===== config.mk =====
export PLATFORM = sky130hd
export DESIGN_NAME = vbad_div
export DESIGN_NICKNAME = d
export VERILOG_FILES = /design/src/hdl/vbad_pkg.sv /design/src/hdl/vbad_div.sv
export SDC_FILE = /design/constraint.sdc
export NUM_CORES = 2
export LEC_CHECK = 0
export BUFFER_PORTS_ARGS = -buffer_cell sky130_fd_sc_hd__buf_2
export CORE_MARGIN = 2
export CORE_UTILIZATION = 67
export CTS_CLUSTER_SIZE = 20
export DETAILED_ROUTE_END_ITERATION = 12
export GPL_ROUTABILITY_DRIVEN = 0
export PLACE_DENSITY = 0.85
export SLEW_MARGIN = 15
export SYNTH_ARGS = -nofsm -noshare
export SYNTH_HDL_FRONTEND = slang
export SYNTH_SLANG_ARGS = --single-unit

===== constraint.sdc =====
create_clock -name clk -period 14.9 [get_ports clk]
set_clock_uncertainty 0.05 [all_clocks]
set_input_delay 2.98 -clock clk [delete_from_list [all_inputs] [get_ports clk]]
set_output_delay 2.98 -clock clk [all_outputs]
set_load 0.05 [all_outputs]

===== src/hdl/vbad_pkg.sv =====
// Shared constants, types and width helpers for the volume box-average downsampler.
package vbad_pkg;

  localparam int DEF_MAX_WIDTH  = 1024;
  localparam int DEF_MAX_FACTOR = 8;

  localparam int VOXEL_W    = 16;
  localparam int COORD_W    = 10;
  localparam int FACTOR_W   = 4;
  localparam int CFG_DATA_W = 11;
  localparam int CFG_IDX_W  = 3;
  localparam int DEPTH_W    = 11;
  localparam int SLICE_W    = 10;
  localparam int DEPTH_LIMIT = 1024;

  localparam logic [CFG_IDX_W-1:0] REG_FACTOR = 3'd0;
  localparam logic [CFG_IDX_W-1:0] REG_WIDTH  = 3'd1;
  localparam logic [CFG_IDX_W-1:0] REG_HEIGHT = 3'd2;
  localparam logic [CFG_IDX_W-1:0] REG_DEPTH  = 3'd3;

  localparam int RST_FACTOR = 2;
  localparam int RST_WIDTH  = 512;
  localparam int RST_HEIGHT = 512;
  localparam int RST_DEPTH  = 256;

  // Position of a cube and where the current voxel sits inside it.
  typedef struct packed {
    logic [COORD_W-1:0] ox;
    logic [COORD_W-1:0] oy;
    logic [COORD_W-1:0] os;
    logic               done;
    logic               first;
    logic               last;
  } cube_tag_t;

  // Partial sum width: one voxel times the largest cube, plus sign.
  function automatic int sum_width(int max_factor);
    return VOXEL_W + 1 + $clog2(max_factor * max_factor * max_factor);
  endfunction

  // Entries needed for one output slice; factor one never reads back.
  function automatic int sum_depth(int max_width, int max_factor);
    return (max_factor > 1) ? (max_width >> 1) * (max_width >> 1) : 2;
  endfunction

endpackage


===== src/hdl/vbad_div.sv =====
// Pipelined signed division by factor cubed via reciprocal multiply and one correction.
module vbad_div
  import vbad_pkg::*;
#(
  parameter int MAX_FACTOR = DEF_MAX_FACTOR
) (
  input  logic                                    clk,
  input  logic                                    rst_n,
  input  logic                                    en,
  input  logic [$clog2(MAX_FACTOR+1)-1:0]         f,
  input  logic                                    in_v,
  input  logic signed [sum_width(MAX_FACTOR)-1:0] in_sum,
  input  cube_tag_t                               in_tag,
  output logic                                    out_v,
  output logic signed [VOXEL_W-1:0]               out_q,
  output cube_tag_t                               out_tag
);

  localparam int SUM_W = sum_width(MAX_FACTOR);
  localparam int MAG_W = SUM_W - 1;
  localparam int K     = MAG_W;
  localparam int R_W   = MAG_W + 1;
  localparam int CW    = $clog2(MAX_FACTOR * MAX_FACTOR * MAX_FACTOR + 1);
  localparam int QW    = VOXEL_W;
  localparam int P_W   = MAG_W + R_W;

  logic [R_W-1:0] rcp_tab  [MAX_FACTOR+1];
  logic [CW-1:0]  cube_tab [MAX_FACTOR+1];

  for (genvar g = 0; g <= MAX_FACTOR; g++) begin : g_tab
    localparam longint unsigned CUBE = (g == 0) ? 1 : g * g * g;
    localparam longint unsigned RCP  = (64'd1 << K) / CUBE;
    assign rcp_tab[g]  = R_W'(RCP);
    assign cube_tab[g] = CW'(CUBE);
  end

  logic [3:0]      v_r;
  cube_tag_t       tag_r [4];
  logic [3:0]      neg_r;
  logic [MAG_W-1:0] mag1_r, mag2_r, mag3_r;
  logic [R_W-1:0]  rcp1_r;
  logic [CW-1:0]   cube1_r, cube2_r, cube3_r;
  logic [QW-1:0]   q2_r, q3_r;
  logic [QW+CW-1:0] qd3_r;
  logic [QW-1:0]   res_r;

  logic [SUM_W-1:0] neg_sum;
  logic [P_W-1:0]   prod;
  logic [MAG_W-1:0] rem;
  logic [QW-1:0]    q_fix;

  always_comb begin
    neg_sum = -in_sum;
    prod    = P_W'(mag1_r) * P_W'(rcp1_r);
    // estimate is exact or one short
    rem     = mag3_r - MAG_W'(qd3_r);
    q_fix   = (rem >= MAG_W'(cube3_r)) ? q3_r + QW'(1) : q3_r;
  end

  always_ff @(posedge clk) begin
    if (!rst_n) begin
      v_r <= '0;
    end else if (en) begin
      v_r <= {v_r[2:0], in_v};
    end
  end

  always_ff @(posedge clk) begin
    if (en) begin
      tag_r[0] <= in_tag;
      tag_r[1] <= tag_r[0];
      tag_r[2] <= tag_r[1];
      tag_r[3] <= tag_r[2];
      neg_r    <= {neg_r[2:0], in_sum[SUM_W-1]};

      mag1_r  <= MAG_W'(in_sum[SUM_W-1] ? neg_sum : in_sum);
      rcp1_r  <= rcp_tab[f];
      cube1_r <= cube_tab[f];

      q2_r    <= prod[K +: QW];
      mag2_r  <= mag1_r;
      cube2_r <= cube1_r;

      qd3_r   <= (QW+CW)'(q2_r) * (QW+CW)'(cube2_r);
      q3_r    <= q2_r;
      mag3_r  <= mag2_r;
      cube3_r <= cube2_r;

      res_r   <= neg_r[2] ? -q_fix : q_fix;
    end
  end

  assign out_v   = v_r[3];
  assign out_q   = res_r;
  assign out_tag = tag_r[3];

endmodule

==> impl_metrics.json <==
{
  "syn_nets": 3969,
  "firstDrtPassIters": 7,
  "placed_cells_incl_taps": 3785,
  "cts_resized": 0,
  "die_h_um": 228,
  "critPathLaunchType": "flip-flop",
  "initial_core_util": 0.676,
  "drive_gt1_frac": 0.0660,
  "grt_max_degree": 124,
  "max_stage_delay_ps": 1180,
  "clk-insertion-delay-late_ps": 610,
  "setup_viol": 0,
  "syn_inst": 3092,
  "synth_area_um2": 33700,
  "crit_required_ps": 15170,
  "clock_path_buffers": 3,
  "place_hpwl_mm": 61.0,
  "dp_slack_ps": 6570,
  "ys_top_cells_by_count": "inv_1, fa_1, edfxtp_1, and2_1, nand2_1",
  "grt_pass1_wl_mm": 130,
  "path_delay_family": "adder cells",
  "max-cap-violations": 0,
  "yosysUniqueCellTypes": 75,
  "htree_levels": 2,
  "setup_ws_ps": 6360,
  "antenna_left": 0,
  "fmax_mhz": 117,
  "routed_via_density": 5.85,
  "path_clk_slew_ps": 60,
  "syn2layout_area_growth_pct": 7.08,
  "ys_ff_latch": 330,
  "cp.buffers_inverters": 6,
  "vias": 22600,
  "first_iter_violations": 2063,
  "critPathKind": "reg2reg",
  "synth_flop_cell": "edfxtp_1",
  "cts_tree": "yes",
  "cp-end-kind": "flip-flop",
  "yosysSeqAreaShare": 0.293,
  "fin_cells": 3858,
  "grtUsageTotal": 0.321,
  "cts_setup_buffers": 0,
  "core_area_um2": 49900,
  "cts-root-buf": "clkbuf_16",
  "drc": 0,
  "cts_buffers": 39,
  "whs_ps": 355,
  "grt_overflow": 0,
  "worstPathMaxFanout": 26,
  "async_flop_share": 0,
  "worstMarginPinSlew_ps": 1250,
  "synth_top_area_cell": "fa_1",
  "synth_enable_flop_cells": 326,
  "status": "finished clean",
  "layout.nets": 4031,
  "clkSinkCount": 330,
  "die_w_um": 228,
  "cp_slowest_cell": "edfxtp_1",
  "postCtsHoldBufs": 0,
  "grt_antenna_before_repair": 5,
  "rsz0062_at_grt": "no",
  "final_hold_viol_count": 0,
  "io_buffer_count": 116,
  "fin_crit_ps": 8540,
  "io_pins": 117,
  "die_area_um2": 52100,
  "critPathArrivalTime_ps": 8810,
  "syn_avg_cell_area_um2": 10.9,
  "finalWirelength_mm": 79.9,
  "period_share": 0.573,
  "setup_tns_ps": 0,
  "hp-class": "reg2reg",
  "grt_pass1_vias": 24900,
  "synth_top_area_frac": 0.308,
  "wire_per_inst_um": 20.7,
  "fp-row-count": 82,
  "yosys-top-cells-area": "fa_1, edfxtp_1, ha_1, inv_1, and2_1",
  "max_slew_margin": 0.166,
  "final_max_slew_viol_count": 0,
  "ys_warn_count": 0,
  "crit_top_cell": "fa_1",
  "synth_most_common_cell": "inv_1"
}
[sequential cells by signal (all words and copies together) (netlist names), 10 cells and up]
name / count
mag1_r: 25
cube2_r: 10
q2_r: 16
rcp1_r: 13
cube1_r: 10
out_q: 16
q3_r: 16
cube3_r: 10
mag3_r: 25
tag_r: 132
mag2_r: 25
qd3_r: 25
[per-layer routing]
layer,vias to the layer above,part of all wire,global-route usage
met2,1267,0.49,0.541
met1,11200,0.36,0.399
li1,9753,-,-
met5,-,0.00016,0
met4,2,0.060,0.165
met3,353,0.092,0.0613
[cells in the final DEF (no fill, tap or decap), drive strengths merged, types with 9 or more instances in the layout]
cell / count
nor3: 23
nand2b: 15
and2: 308
fa: 518
clkbuf: 43
nor2b: 12
o21ai: 43
ha: 292
a211oi: 9
and3: 25
a21o: 16
o211ai: 13
nor2: 60
nand2: 293
xnor2: 89
mux2i: 11
nand3: 17
a21oi: 53
o31ai: 10
clkinv: 14
buf: 125
nand4: 12
or3: 12
xor2: 31
edfxtp: 326
inv: 707
[path summary, 6_finish.rpt]
path	slack (ps)	endpoint	from	depth (start not counted)
worst max-delay path	6360	q2_r[15]	cube1_r[4]	26
worst min-delay path	360	mag3_r[0]	mag2_r[0]	0
worst max register to register	6360	q2_r[15]	cube1_r[4]	26
worst min register to register	360	mag3_r[0]	mag2_r[0]	0
[logic make-up (layout without fill, tap and decap cells)]
logic type                 count (synthesis)  count (layout)  share of synthesized area
AOI/OAI and AO/OA                        206             206                     0.0426
xor gates and xnor gates                 120             120                     0.0312
adders and majority gates                810             810                      0.416
buffers and inverters                    807             897                     0.0903
DFF                                      330             330                      0.293
muxes                                     13              13                    0.00393
other                                      0               4                          0
and+or+nand+nor                          806             806                      0.123
[stage by stage]
step	utilization	area, µm²
3_5_place_dp	0.698	34800
3_3_place_gp	0.698	34800
2_1_floorplan	-	33700
6_report	0.724	36100
5_1_grt	0.724	36100
4_1_cts	0.724	36100
[cell type report]
cell class / count / area (µm²)
Multi-Input combinational cell: 1955 / 20800
Sequential cell: 330 / 9870
Timing Repair Buffer: 125 / 658
Tap cell: 672 / 841
Fill cell: 3318 / 13800
Inverter: 703 / 2640
Antenna cell: 4 / 10.0
Clock inverter: 26 / 292
Clock buffer: 43 / 991
[worst reg2reg max path, delay by kind of cell (launching register included)]
| kind | cells | cell delay [ps] |
|---|---|---|
| AO/OA/AOI/OAI | 7 | 1270 |
| XOR/XNOR | 1 | 130 |
| adder cells (fa/ha/maj) | 8 | 3850 |
| buffers and inverters | 6 | 420 |
| flip-flops | 1 | 1180 |
| AND/OR/NAND/NOR | 4 | 1340 |
Power is not shown: default switching activity piles up to over one toggle a cycle in this logic, so the estimate is an artifact.
