### src/hdl/vbad_pkg.sv
// Shared constants, types and width helpers for the volume box-average downsampler.
package vbad_pkg;

  localparam int DEF_MAX_WIDTH  = 1024;
  localparam int DEF_MAX_FACTOR = 8;

  localparam int VOXEL_W    = 16;
  localparam int COORD_W    = 10;
  localparam int FACTOR_W   = 4;
  localparam int CFG_DATA_W = 11;
  localparam int CFG_IDX_W  = 3;
  localparam int DEPTH_W    = 11;
  localparam int SLICE_W    = 10;
  localparam int DEPTH_LIMIT = 1024;

  localparam logic [CFG_IDX_W-1:0] REG_FACTOR = 3'd0;
  localparam logic [CFG_IDX_W-1:0] REG_WIDTH  = 3'd1;
  localparam logic [CFG_IDX_W-1:0] REG_HEIGHT = 3'd2;
  localparam logic [CFG_IDX_W-1:0] REG_DEPTH  = 3'd3;

  localparam int RST_FACTOR = 2;
  localparam int RST_WIDTH  = 512;
  localparam int RST_HEIGHT = 512;
  localparam int RST_DEPTH  = 256;

  // Position of a cube and where the current voxel sits inside it.
  typedef struct packed {
    logic [COORD_W-1:0] ox;
    logic [COORD_W-1:0] oy;
    logic [COORD_W-1:0] os;
    logic               done;
    logic               first;
    logic               last;
  } cube_tag_t;

  // Partial sum width: one voxel times the largest cube, plus sign.
  function automatic int sum_width(int max_factor);
    return VOXEL_W + 1 + $clog2(max_factor * max_factor * max_factor);
  endfunction

  // Entries needed for one output slice; factor one never reads back.
  function automatic int sum_depth(int max_width, int max_factor);
    return (max_factor > 1) ? (max_width >> 1) * (max_width >> 1) : 2;
  endfunction

endpackage

### src/hdl/vbad_addr_gen.sv
// Raster position tracking: cube offsets, cube coordinates and partial-sum address.
module vbad_addr_gen
  import vbad_pkg::*;
#(
  parameter int MAX_WIDTH  = DEF_MAX_WIDTH,
  parameter int MAX_FACTOR = DEF_MAX_FACTOR
) (
  input  logic                                          clk,
  input  logic                                          rst_n,
  input  logic                                          restart,
  input  logic                                          step,
  input  logic [$clog2(MAX_FACTOR+1)-1:0]               f,
  input  logic [$clog2(MAX_WIDTH+1)-1:0]                w,
  input  logic [$clog2(MAX_WIDTH+1)-1:0]                h,
  input  logic [DEPTH_W-1:0]                            d,
  output logic [$clog2(sum_depth(MAX_WIDTH, MAX_FACTOR))-1:0] addr,
  output logic                                          hit,
  output cube_tag_t                                     tag
);

  localparam int FW     = $clog2(MAX_FACTOR + 1);
  localparam int LW     = (MAX_FACTOR > 1) ? $clog2(MAX_FACTOR) : 1;
  localparam int XW     = $clog2(MAX_WIDTH);
  localparam int WW     = $clog2(MAX_WIDTH + 1);
  localparam int EW     = WW + 2;
  localparam int SEW    = DEPTH_W + 2;
  localparam int ADDR_W = $clog2(sum_depth(MAX_WIDTH, MAX_FACTOR));

  logic [LW-1:0]      lx_r, ly_r, lz_r;
  logic [LW-1:0]      lx_nxt, ly_nxt, lz_nxt;
  logic [XW-1:0]      ox_r, oy_r, cbase_r, rbase_r;
  logic [XW-1:0]      ox_nxt, oy_nxt, cbase_nxt, rbase_nxt;
  logic [SLICE_W-1:0] os_r, sbase_r, os_nxt, sbase_nxt;
  logic [WW-1:0]      wcnt_r, wcnt_nxt, wcnt_val;
  logic [ADDR_W-1:0]  row_addr_r, row_addr_nxt;

  logic [LW-1:0]  f_last;
  logic [EW-1:0]  f_e, w_e, h_e, cb_e, rb_e;
  logic [SEW-1:0] f_s, d_s, sb_s;
  logic           col_hit, row_hit, sl_hit;
  logic           col_fin, row_fin, sl_fin;
  logic           col_end, row_end, sl_end;
  logic           lx_end, ly_end, lz_end;

  always_comb begin
    f_last = LW'(f - FW'(1));
    f_e    = EW'(f);
    w_e    = EW'(w);
    h_e    = EW'(h);
    cb_e   = EW'(cbase_r);
    rb_e   = EW'(rbase_r);
    f_s    = SEW'(f);
    d_s    = SEW'(d);
    sb_s   = SEW'(sbase_r);

    col_hit = (cb_e + f_e) <= w_e;
    row_hit = (rb_e + f_e) <= h_e;
    sl_hit  = (sb_s + f_s) <= d_s;
    // last whole cube along an axis: the next one would not fit
    col_fin = (cb_e + f_e + f_e) > w_e;
    row_fin = (rb_e + f_e + f_e) > h_e;
    sl_fin  = (sb_s + f_s + f_s) > d_s;

    col_end = (cb_e + EW'(lx_r) + EW'(1)) >= w_e;
    row_end = (rb_e + EW'(ly_r) + EW'(1)) >= h_e;
    sl_end  = (sb_s + SEW'(lz_r) + SEW'(1)) >= d_s;
    lx_end  = lx_r == f_last;
    ly_end  = ly_r == f_last;
    lz_end  = lz_r == f_last;

    hit       = col_hit && row_hit && sl_hit;
    tag.ox    = COORD_W'(ox_r);
    tag.oy    = COORD_W'(oy_r);
    tag.os    = COORD_W'(os_r);
    tag.done  = col_fin && row_fin && sl_fin;
    tag.first = (lx_r == '0) && (ly_r == '0) && (lz_r == '0);
    tag.last  = lx_end && ly_end && lz_end;
    addr      = row_addr_r + ADDR_W'(ox_r);

    // cube columns seen so far in this row; equals the output width at row end
    wcnt_val = wcnt_r + WW'((lx_r == '0) && col_hit);

    lx_nxt       = lx_r;
    ox_nxt       = ox_r;
    cbase_nxt    = cbase_r;
    ly_nxt       = ly_r;
    oy_nxt       = oy_r;
    rbase_nxt    = rbase_r;
    lz_nxt       = lz_r;
    os_nxt       = os_r;
    sbase_nxt    = sbase_r;
    wcnt_nxt     = wcnt_r;
    row_addr_nxt = row_addr_r;

    if (restart) begin
      lx_nxt       = '0;
      ox_nxt       = '0;
      cbase_nxt    = '0;
      ly_nxt       = '0;
      oy_nxt       = '0;
      rbase_nxt    = '0;
      lz_nxt       = '0;
      os_nxt       = '0;
      sbase_nxt    = '0;
      wcnt_nxt     = '0;
      row_addr_nxt = '0;
    end else if (step) begin
      if (col_end) begin
        lx_nxt    = '0;
        ox_nxt    = '0;
        cbase_nxt = '0;
        wcnt_nxt  = '0;
        if (row_end) begin
          ly_nxt       = '0;
          oy_nxt       = '0;
          rbase_nxt    = '0;
          row_addr_nxt = '0;
          if (sl_end) begin
            lz_nxt    = '0;
            os_nxt    = '0;
            sbase_nxt = '0;
          end else if (lz_end) begin
            lz_nxt    = '0;
            os_nxt    = os_r + SLICE_W'(1);
            sbase_nxt = SLICE_W'(sb_s + f_s);
          end else begin
            lz_nxt = lz_r + LW'(1);
          end
        end else if (ly_end) begin
          ly_nxt       = '0;
          oy_nxt       = oy_r + XW'(1);
          rbase_nxt    = XW'(rb_e + f_e);
          row_addr_nxt = row_addr_r + ADDR_W'(wcnt_val);
        end else begin
          ly_nxt = ly_r + LW'(1);
        end
      end else begin
        wcnt_nxt = wcnt_val;
        if (lx_end) begin
          lx_nxt    = '0;
          ox_nxt    = ox_r + XW'(1);
          cbase_nxt = XW'(cb_e + f_e);
        end else begin
          lx_nxt = lx_r + LW'(1);
        end
      end
    end
  end

  always_ff @(posedge clk) begin
    if (!rst_n) begin
      lx_r       <= '0;
      ox_r       <= '0;
      cbase_r    <= '0;
      ly_r       <= '0;
      oy_r       <= '0;
      rbase_r    <= '0;
      lz_r       <= '0;
      os_r       <= '0;
      sbase_r    <= '0;
      wcnt_r     <= '0;
      row_addr_r <= '0;
    end else begin
      lx_r       <= lx_nxt;
      ox_r       <= ox_nxt;
      cbase_r    <= cbase_nxt;
      ly_r       <= ly_nxt;
      oy_r       <= oy_nxt;
      rbase_r    <= rbase_nxt;
      lz_r       <= lz_nxt;
      os_r       <= os_nxt;
      sbase_r    <= sbase_nxt;
      wcnt_r     <= wcnt_nxt;
      row_addr_r <= row_addr_nxt;
    end
  end

endmodule

### config.mk
export PLATFORM = sky130hd
export DESIGN_NAME = vbad_addr_gen
export DESIGN_NICKNAME = d
export VERILOG_FILES = /design/src/hdl/vbad_pkg.sv /design/src/hdl/vbad_addr_gen.sv
export SDC_FILE = /design/constraint.sdc
export NUM_CORES = 1
export LEC_CHECK = 0
export BUFFER_PORTS_ARGS = -buffer_cell sky130_fd_sc_hd__buf_2
export CAP_MARGIN = 25
export CORE_MARGIN = 2
export CORE_UTILIZATION = 55
export CTS_CLUSTER_DIAMETER = 120
export DETAILED_ROUTE_END_ITERATION = 6
export GPL_TIMING_DRIVEN = 0
export PLACE_DENSITY_LB_ADDON = 0.05
export SLEW_MARGIN = 20
export SYNTH_ARGS = -nofsm -noshare
export SYNTH_HDL_FRONTEND = slang
export SYNTH_SLANG_ARGS = --single-unit
### constraint.sdc
create_clock -name clk -period 7.25 [get_ports clk]
set_input_delay 1.45 -clock clk [delete_from_list [all_inputs] [get_ports clk]]
set_output_delay 1.45 -clock clk [all_outputs]
set_load 0.03 [all_outputs]
==> metrics.yaml <==
place_ws_ns: -0.2066
switching_share_pct: 28.70
power.total_mw: 1.211
place_congestion: 0.8530
min_from: "wcnt_r[9]"
hold_end: "wcnt_r[9]"
ios: 93
wl_met3_um: 956
clock-root-buffer: "clkbuf_16"
routedWlPerCell_um: 15.83
clkSinkCount: 98
die_h_um: 136.2
setup_viol: 0
die_w_um: 136.2
hpwl_um: 19410
max_stage_delay_ns: 0.41
dp.cells: 1492
finalHoldViolCount: 0
grt_pass1_vias: 7822
clock_skew_ns: 0.008596
synth_area_um2: 9605
p_clk_share_pct: 40.1
dr.max_layer_used: "met4"
max-slew-margin-rel_pct: 39.57
cts_max_path_buffers: 2
drt_iter0_drc: 482
syn_inst: 1175
syn_to_final_growth_pct: 11.41
ant_nets: 0
net-switching-power_uw: 347.6
rows: 48
clock_latency_ns: 0.36
outcome: "completed"
maxCapViolCount: 0
finalNetCount: 1496
min-delay-path-class: "register to register"
startpoint_type: "primary input"
crit-reg2reg-launch: "cbase_r[1]"
via_per_inst: 5.712
postCtsSetupRepairBufs: 0
synth_compound_area_share_pct: 16.71
holdBufCountCts: 0
synth.top_cells.by_count: "167 x ha_1, 98 x dfxtp_1, 91 x inv_1, 84 x nor2_1"
p_int_uw: 863.4
die_area_um2: 18540
post-route-min-period_ns: 7.050
dpl-instance-area_um2: 10360
antenna_found_initial: 0
totalWireLength_um: 23880
setup_slack_ns: 0.2005
first_pass_iters: 5
synth_most_common_cell: "ha_1"
power_frac_comb_pct: 15.3
worst_path_most_repeated_cell: "ha_1"
ir_worst_vdd_v: 0.0001319
yosysWarnings: 0
ys_seq_elements: 98
critical_path.cell_chain: "buf_2 > ha_1 > fa_1 > xor2_1 > ha_1 > nor2b_2 > o21a_1 > o21ai_1 > or3_4 > and2_1 > ha_1 > a21o_1 > a21o_1 > a21oi_1 > o21ai_1 > a211o_1 > o311ai_0 > a31oi_1 > buf_2"
synth_top_family_by_area: "adder cells"
synthXorXnorAreaFrac_pct: 13.27
yosys.area.top_type: "ha_1"
arrival_ns: 5.60
fin_area_um2: 10700
yosysTopAreaCellShare_pct: 21.75
p_per_area_nw_per_um2: 113.2
yosys.cell_types.count: 61
ys.flop_type: "dfxtp_1"
grt_pass1_wl_um: 39340
syn-num-nets: 1393
critPathSlowestCell: "fa_1"
synth_fa_ha_area_share_pct: 23.84
max_freq_mhz: 141.9
drcViolationCount: 0
hold_path_depth: 1
cts_tree: "yes"
clk_pin_slew_ns: 0.07
cp_num_cells: 19
antenna_cells: 0
synth.avg_cell_area_um2: 8.175
reg2regPathDepth: 22
path_delay_family: "compound AO/OA/AOI/OAI gates"
crit_fanout: 7
fin_util_pct: 62.30
synthMuxAreaShare_pct: 0.5210
yosysSeqAreaShare_pct: 20.42
grt_use_total_pct: 26.67
rrSetupSlack_ns: 1.58
synthTopCellsByArea: "ha_1 22%, dfxtp_1 20%, xor2_1 7.1%, xnor2_1 5.9%, inv_1 3.6%"
post-route-period-util_pct: 97.23
synthSimpleGateAreaFrac_pct: 20.49
io_buffers: 92
cts_made_buffers: 9
h-tree-depth: 3
synth_edf_count: 0
reg2reg_to: "row_addr_r[16]"
vias: 8614
path_class: "primary input to output pin"
cts_resized: 0
seqPwrFrac_pct: 44.6
drive_gt1_share_pct: 11.46
final-max-slew-violation-count: 0
start_util_pct: 55.92
grt_max_degree: 19
wl_met2_um: 10290
grt-ovfl-total: 0
tightest_slew_ns: 0.9005
wl_met1_um: 12190
cp.required_ns: 5.80
synth-async-reset-ratio_pct: 0
p_leak_nw: 5.176
coreArea_um2: 17180
critPathBufInv: 2
stdcell_count: 1508
end_kind: "output pin"
[worst register-to-register path: stages, from the launching register on]
cell and delay, ns:
dfxtp_1 0.40, inv_1 0.11, fa_1 0.46, nor2b_1 0.13, o21ai_0 0.16, a21oi_2 0.27, and3_1 0.23, xor2_2 0.28
ha_1 0.34, a2111oi_2 0.38, a21oi_2 0.17, nor2_1 0.16, ha_1 0.23, ha_2 0.26, xor2_1 0.16, ha_1 0.28
nor2b_1 0.17, o2111a_1 0.26, o31ai_1 0.41, o2111ai_1 0.29, nand4b_1 0.19, xnor2_1 0.07, nor2b_1 0.13
[routing by layer]
metal  vias up  global-route usage (%)
met2       182                   41.32
met1      3994                   38.79
li1       4413                       -
met5         -                       0
met3        25                   4.064
met4         0                   6.366
[sequential cells by signal, summed over array words and instances (netlist names), 10 cells and up]
register    count
rbase_r        10
ox_r           10
row_addr_r     18
cbase_r        10
oy_r           10
sbase_r        10
os_r           10
wcnt_r         11
[per-stage QoR]
step,hold WS [ns],TNS [ns]
after floorplan,0.4494,0
after global placement,0.4655,-1.225
after detailed placement,0.4696,-1.268
after CTS,0.4850,0
after global routing,0.5181,-0.0009326
final,0.4828,0
[worst max-delay path by stage]
stage / start / to / slack (ns)
5_1_grt: f[0] / tag[2] / -0.0009
3_5_place_dp: f[1] / row_addr_r[15] / -0.21
6_report: f[0] / tag[2] / 0.20
4_1_cts: f[0] / tag[2] / 0.07
2_1_floorplan: f[0] / tag[2] / 0.80
3_3_place_gp: f[1] / row_addr_r[16] / -0.20
[cell type report]
cell class	count	area, µm²
Clock inverter	6	58.81
Fill cell	1615	6475
Timing Repair Buffer	92	460.4
Sequential cell	98	1962
Buffer	25	106.4
Tap cell	225	281.5
Multi-Input combinational cell	959	7244
Clock buffer	10	239.0
Inverter	93	349.1
[power by group through the flow]
stage	combinational [mW]	clock, mW	sequential, mW
2_1_floorplan	0.126	0	0.553
3_3_place_gp	0.180	0	0.553
3_5_place_dp	0.183	0	0.553
4_1_cts	0.184	0.495	0.540
5_1_grt	0.212	0.518	0.540
6_report	0.186	0.485	0.540
[layout by cell type, fill, tap and decap left out, types with 30 or more instances in the layout]
| cell type | count |
|---|---|
| a21oi_1 | 52 |
| buf_2 | 99 |
| dfxtp_1 | 98 |
| ha_1 | 166 |
| inv_1 | 91 |
| nand2_1 | 78 |
| nand3_1 | 51 |
| nand4_1 | 30 |
| nor2_1 | 84 |
| o21ai_0 | 60 |
| xnor2_1 | 65 |
| xor2_1 | 77 |
[logic make-up after synthesis]
| group | after synthesis |
|---|---|
| and+or+nand+nor | 386 |
| AOI/OAI and AO/OA | 247 |
| adders and majority gates | 177 |
| xor gates and xnor gates | 144 |
| buffers and inverters | 118 |
| DFF | 98 |
| muxes | 5 |
(Power assumes the default switching activity.)
